--- src/csplit_pkg.sv ---
// ----------------------------------------------------------------------------
// csplit_pkg: shared types and constants
// Beat layouts, request codes and saturating arithmetic for the route split.
// ----------------------------------------------------------------------------
package csplit_pkg;

	localparam int unsigned NODE_W      = 6;
	localparam int unsigned NODES       = 64;
	localparam int unsigned COST_W      = 24;
	localparam int unsigned CAP_W       = 22;
	localparam int unsigned LOAD_W      = 23;
	localparam int unsigned VAL_W       = 16;
	localparam int unsigned CFG_DATA_W  = 22;
	localparam int unsigned CFG_IDX_W   = 1;
	localparam int unsigned DEF_MAX_CLIENTS = 63;
	localparam int unsigned DEF_DIST_BITS   = 16;

	localparam logic [COST_W-1:0] SAT24 = {COST_W{1'b1}};

	localparam logic [1:0] REQ_DIST   = 2'd0;
	localparam logic [1:0] REQ_DEMAND = 2'd1;
	localparam logic [1:0] REQ_TOUR   = 2'd2;
	localparam logic [1:0] REQ_START  = 2'd3;

	localparam logic [CFG_IDX_W-1:0] REG_NUM_CLIENTS = 1'd0;
	localparam logic [CFG_IDX_W-1:0] REG_CAPACITY    = 1'd1;

	typedef struct packed {
		logic [1:0]        req_type;
		logic [NODE_W-1:0] row;
		logic [NODE_W-1:0] col;
		logic [VAL_W-1:0]  value;
	} in_t;

	typedef struct packed {
		logic [NODE_W-1:0] trip_index;
		logic [NODE_W-1:0] first_pos;
		logic [NODE_W-1:0] last_pos;
		logic [COST_W-1:0] trip_cost;
		logic [COST_W-1:0] total_cost;
		logic              is_last;
	} out_t;

	// table read addresses issued by the sequencer
	typedef struct packed {
		logic [2*NODE_W-1:0] dist_ra;
		logic [NODE_W-1:0]   dem_ra;
		logic [NODE_W-1:0]   tour_ra;
	} tbl_rd_t;

	// label / predecessor write port
	typedef struct packed {
		logic              we;
		logic [NODE_W-1:0] addr;
		logic [COST_W-1:0] label;
		logic [NODE_W-1:0] pred;
	} lbl_wr_t;

	function automatic logic [COST_W-1:0] sat_add24(input logic [COST_W-1:0] a,
			input logic [COST_W-1:0] b);
		logic [COST_W:0] s;
		s = {1'b0, a} + {1'b0, b};
		return s[COST_W] ? SAT24 : s[COST_W-1:0];
	endfunction

endpackage

--- src/csplit_labels.sv ---
// ----------------------------------------------------------------------------
// csplit_labels: shortest-path labels
// Best label and predecessor per tour position, one write and one read port.
// ----------------------------------------------------------------------------
module csplit_labels import csplit_pkg::*; (
	input  logic              clk,
	input  lbl_wr_t           wr,
	input  logic [NODE_W-1:0] ra,
	output logic [COST_W-1:0] label_rd,
	output logic [NODE_W-1:0] pred_rd
);

	logic [COST_W-1:0] label_mem [NODES];
	logic [NODE_W-1:0] pred_mem  [NODES];

	always_ff @(posedge clk) begin
		if (wr.we) begin
			label_mem[wr.addr] <= wr.label;
			pred_mem[wr.addr]  <= wr.pred;
		end
		label_rd <= label_mem[ra];
		pred_rd  <= pred_mem[ra];
	end

endmodule

--- config.mk ---
export PLATFORM = sky130hd
export DESIGN_NAME = csplit_labels
export DESIGN_NICKNAME = d
export VERILOG_FILES = /design/src/csplit_pkg.sv /design/src/csplit_labels.sv
export SDC_FILE = /design/constraint.sdc
export NUM_CORES = 2
export LEC_CHECK = 0
export ABC_AREA = 1
export BUFFER_PORTS_ARGS = -buffer_cell sky130_fd_sc_hd__buf_2
export CAP_MARGIN = 20
export CORE_MARGIN = 8
export CORE_UTILIZATION = 55
export CTS_CLUSTER_SIZE = 28
export DETAILED_ROUTE_END_ITERATION = 12
export HOLD_SLACK_MARGIN = 0.03
export PLACE_DENSITY = 0.74
export SLEW_MARGIN = 20
export SYNTH_ARGS = -nofsm -noshare
export SYNTH_HDL_FRONTEND = slang
export SYNTH_SLANG_ARGS = --single-unit
--- constraint.sdc ---
create_clock -name clk -period 2.3 [get_ports clk]
set_clock_uncertainty 0.2 [all_clocks]
set_input_delay 0.115 -clock clk [delete_from_list [all_inputs] [get_ports clk]]
set_output_delay 0.115 -clock clk [all_outputs]
set_load 0.02 [all_outputs]
==> flow_summary_export.csv <==
group,metric,value,unit
run_status,status,"complete, no violations",
critical_path,crit_chain,"dlygate4sd3_1, buf_8, inv_8, buf_12, buf_4, nand3_1, nand3_1, nand2_1, nand2_1, nand3_1, nand3_2, nand2_1",
yosys,ys_ff_latch,1950,
pwr,ir_drop,0.000824,V
timing,rsz0062_at_grt,"false",
critical_path,end_kind,"flip-flop",
placement,routabilityCongestion,0.875,
yosys,yosysWarnings,0,
timing,period_minus_slack,2250,ps
yosys,synth_top_area_frac,0.739,
die,dieArea,154000,um2
route,ant_nets,0,
clock_network,cts.sinks,1950,
placement,hpwl,123,mm
die,initial_core_util,0.553,
placement,post_dp_cell_area,83700,um2
critical_path,required,2760,ps
critical_path,worstSetupStartpointType,"input pin",
pwr,powerDensity,823,nW/um2
critical_path,rrSetupSlack,320,ps
die,core,141000,um2
die,ios,74,
timing,finalHoldViolCount,0,
final_layout,final_nets,6778,
critical_path,critPathMaxFanout,31,
timing,max-slew-margin-rel,0.332,
critical_path,cp.depth,12,
yosys,synth_top_cell_by_area,"edfxtp_1",
route,drt_iter0_drc,7416,
placement,portBuffers,73,
clock_network,clk_pin_slew,60,ps
global_routing,grt_remaining_overflow,0,
yosys,syn_avg_cell_area,12.0,um2
pwr,power_leakage,32.5,nW
timing,final-setup-viol-count,0,
clock_network,cts_buffer_depth,3,
critical_path,crit_type,"in -> reg",
timing,timing.fmax,444,MHz
die,rows,138,
timing,maxSlewViolCount,0,
critical_path,critPathBufInv,5,
flow_run,drv_cap,0,
die,die_w,393,um
pwr,p_total,74.1,mW
critical_path,ff2ff_path_depth,9,
critical_path,critPathCapture,"label_rd[13]",
route,vias,53400,
global_routing,grt_pass1_vias,51100,
timing,worst_pin_slew,1000,ps
min_path,min_path_type,"in -> reg",
clock_network,cts_tree,"yes",
min_path,hold_depth,2,
global_routing,antenna_found_initial,20,
route,first_pass_iters,6,
die,fp.dieH,393,um
critical_path,critPathArrivalTime,2710,ps
clock_network,cts_buffers,183,
clock_network,cts_setup_buffers,0,
critical_path,timing.rr.start,"label_mem[27][18]",
route,wl_per_cell,24.8,um
yosys,syn_area,78000,um2
critical_path,startpoint,"ra[1]",
global_routing,grt_max_degree,96,
yosys,synth_fp_nets,6555,
clock_network,insertion_delay,810,ps
global_routing,track_usage,0.278,
clock_network,htreeDepth,4,
route,drt-total-wl,218,mm
final_layout,drive_gt1_frac,0.106,
timing,period_share,0.979,
critical_path,r2r_end,"label_rd[18]",
route,via_per_inst,6.07,
yosys,synthCells,6511,
final_layout,area_growth_syn_to_layout,15.6,%
critical_path,cp_slowest_stage_delay,570,ps
global_routing,grt_pass1_wl,320,mm
route,drc,0,
final_layout,final_cell_area,90100,um2
critical_path,crit_family,"buffers and inverters",
critical_path,cp_slowest_cell,"dlygate4sd3_1",
clock_network,cts_root_buf,"clkbuf_16",
yosys,ys_seq_area_frac,0.747,
yosys,ys_top_cells_by_area,"edfxtp_1 (74%), nand2_1 (12%), nand3_1 (10%), buf_2 (1.8%), dfxtp_1 (0.77%)",
yosys,ys_types,16,
==> worst min-delay path by stage <==
stage               slack (ps)         start                to
finish                      80         wr[6]   label_mem[9][0]
global route                90         wr[6]  label_mem[12][0]
CTS                         40         wr[6]  label_mem[12][0]
detailed placement         340  label_rd[17]      label_rd[17]
global placement           340         wr[6]  label_mem[13][0]
floorplan                   10         wr[6]   label_mem[0][0]
==> stage by stage <==
step	TNS (ps)	hold slack [ps]	setup slack, ps	util	cells
2_1_floorplan	-482710	13.9	-251	-	6511
3_3_place_gp	-516	340	-303	0.594	8391
3_5_place_dp	-981	338	-360	0.594	8391
4_1_cts	0	36.0	21.2	0.638	8777
5_1_grt	0	86.5	26.9	0.639	8779
6_report	0	83.2	49.2	0.639	8787
==> cells in the final DEF (no fill, tap or decap) <==
master            n
nand3_2           1
clkbuf_1         47
nand2_1        2430
buf_12          167
inv_2             1
dlygate4sd3_1    48
nand4_1           8
buf_2            69
edfxtp_1       1920
buf_8             3
buf_4           170
dfxtp_1          30
bufinv_16        11
clkinv_8          4
inv_4             1
clkinvlp_4        1
inv_16            1
clkbuf_16       187
clkinv_2         25
inv_8             2
nand3_1        1627
inv_6             6
inv_1             7
diode_2          10
nor2_4           64
clkinv_1         38
clkbuf_8         19
==> flip-flops by register name, summed over array words and instances (netlist names) <==
register / cells
label_mem: 1536
pred_mem: 384
pred_rd: 6
label_rd: 24
==> cells by family after synthesis <==
| family | synth area share |
|---|---|
| and+or+nand+nor | 0.225 |
| DFF | 0.747 |
| buffers and inverters | 0.0276 |
==> final cells by class <==
class	instances	area, um2
multi-input cells	4130	18000
clock inverters	85	723
clock buffers	253	5120
diodes	10	25.0
inverters	12	78.8
flip-flops and latches	1950	58300
fillers	9998	51000
repair buffers	457	5490
well taps	1890	2360
==> what timing repair did <==
item                                   in CTS  in global routing
endpoints found under the hold margin    3660                  0
setup endpoints to repair                   0                  1
hold buffers                               48                  0
gates resized for setup                     0                  1
==> synthesized netlist by cell type <==
| library cell | number |
|---|---|
| buf_1 | 14 |
| buf_2 | 276 |
| buf_4 | 35 |
| buf_6 | 7 |
| clkbuf_1 | 86 |
| clkbuf_2 | 1 |
| clkinv_1 | 2 |
| dfxtp_1 | 30 |
| edfxtp_1 | 1920 |
| inv_1 | 8 |
| inv_2 | 1 |
| inv_4 | 1 |
| nand2_1 | 2430 |
| nand3_1 | 1628 |
| nand4_1 | 8 |
| nor2_1 | 64 |
==> routing by layer <==
layer / part of all wire / track usage / wire length (um)
met5: 0.00024 / 0 / 52
met4: 0.048 / 0.132 / 10500
met3: 0.12 / 0.0549 / 25900
met2: 0.47 / 0.441 / 102000
met1: 0.36 / 0.371 / 79300
==> where the power goes <==
part           internal, mW  switching, mW  total (mW)
Sequential             39.3          0.140        39.5
Clock                  16.7           12.7        29.4
Combinational          1.54           3.70        5.23
Power figures use the tool's default switching activity.
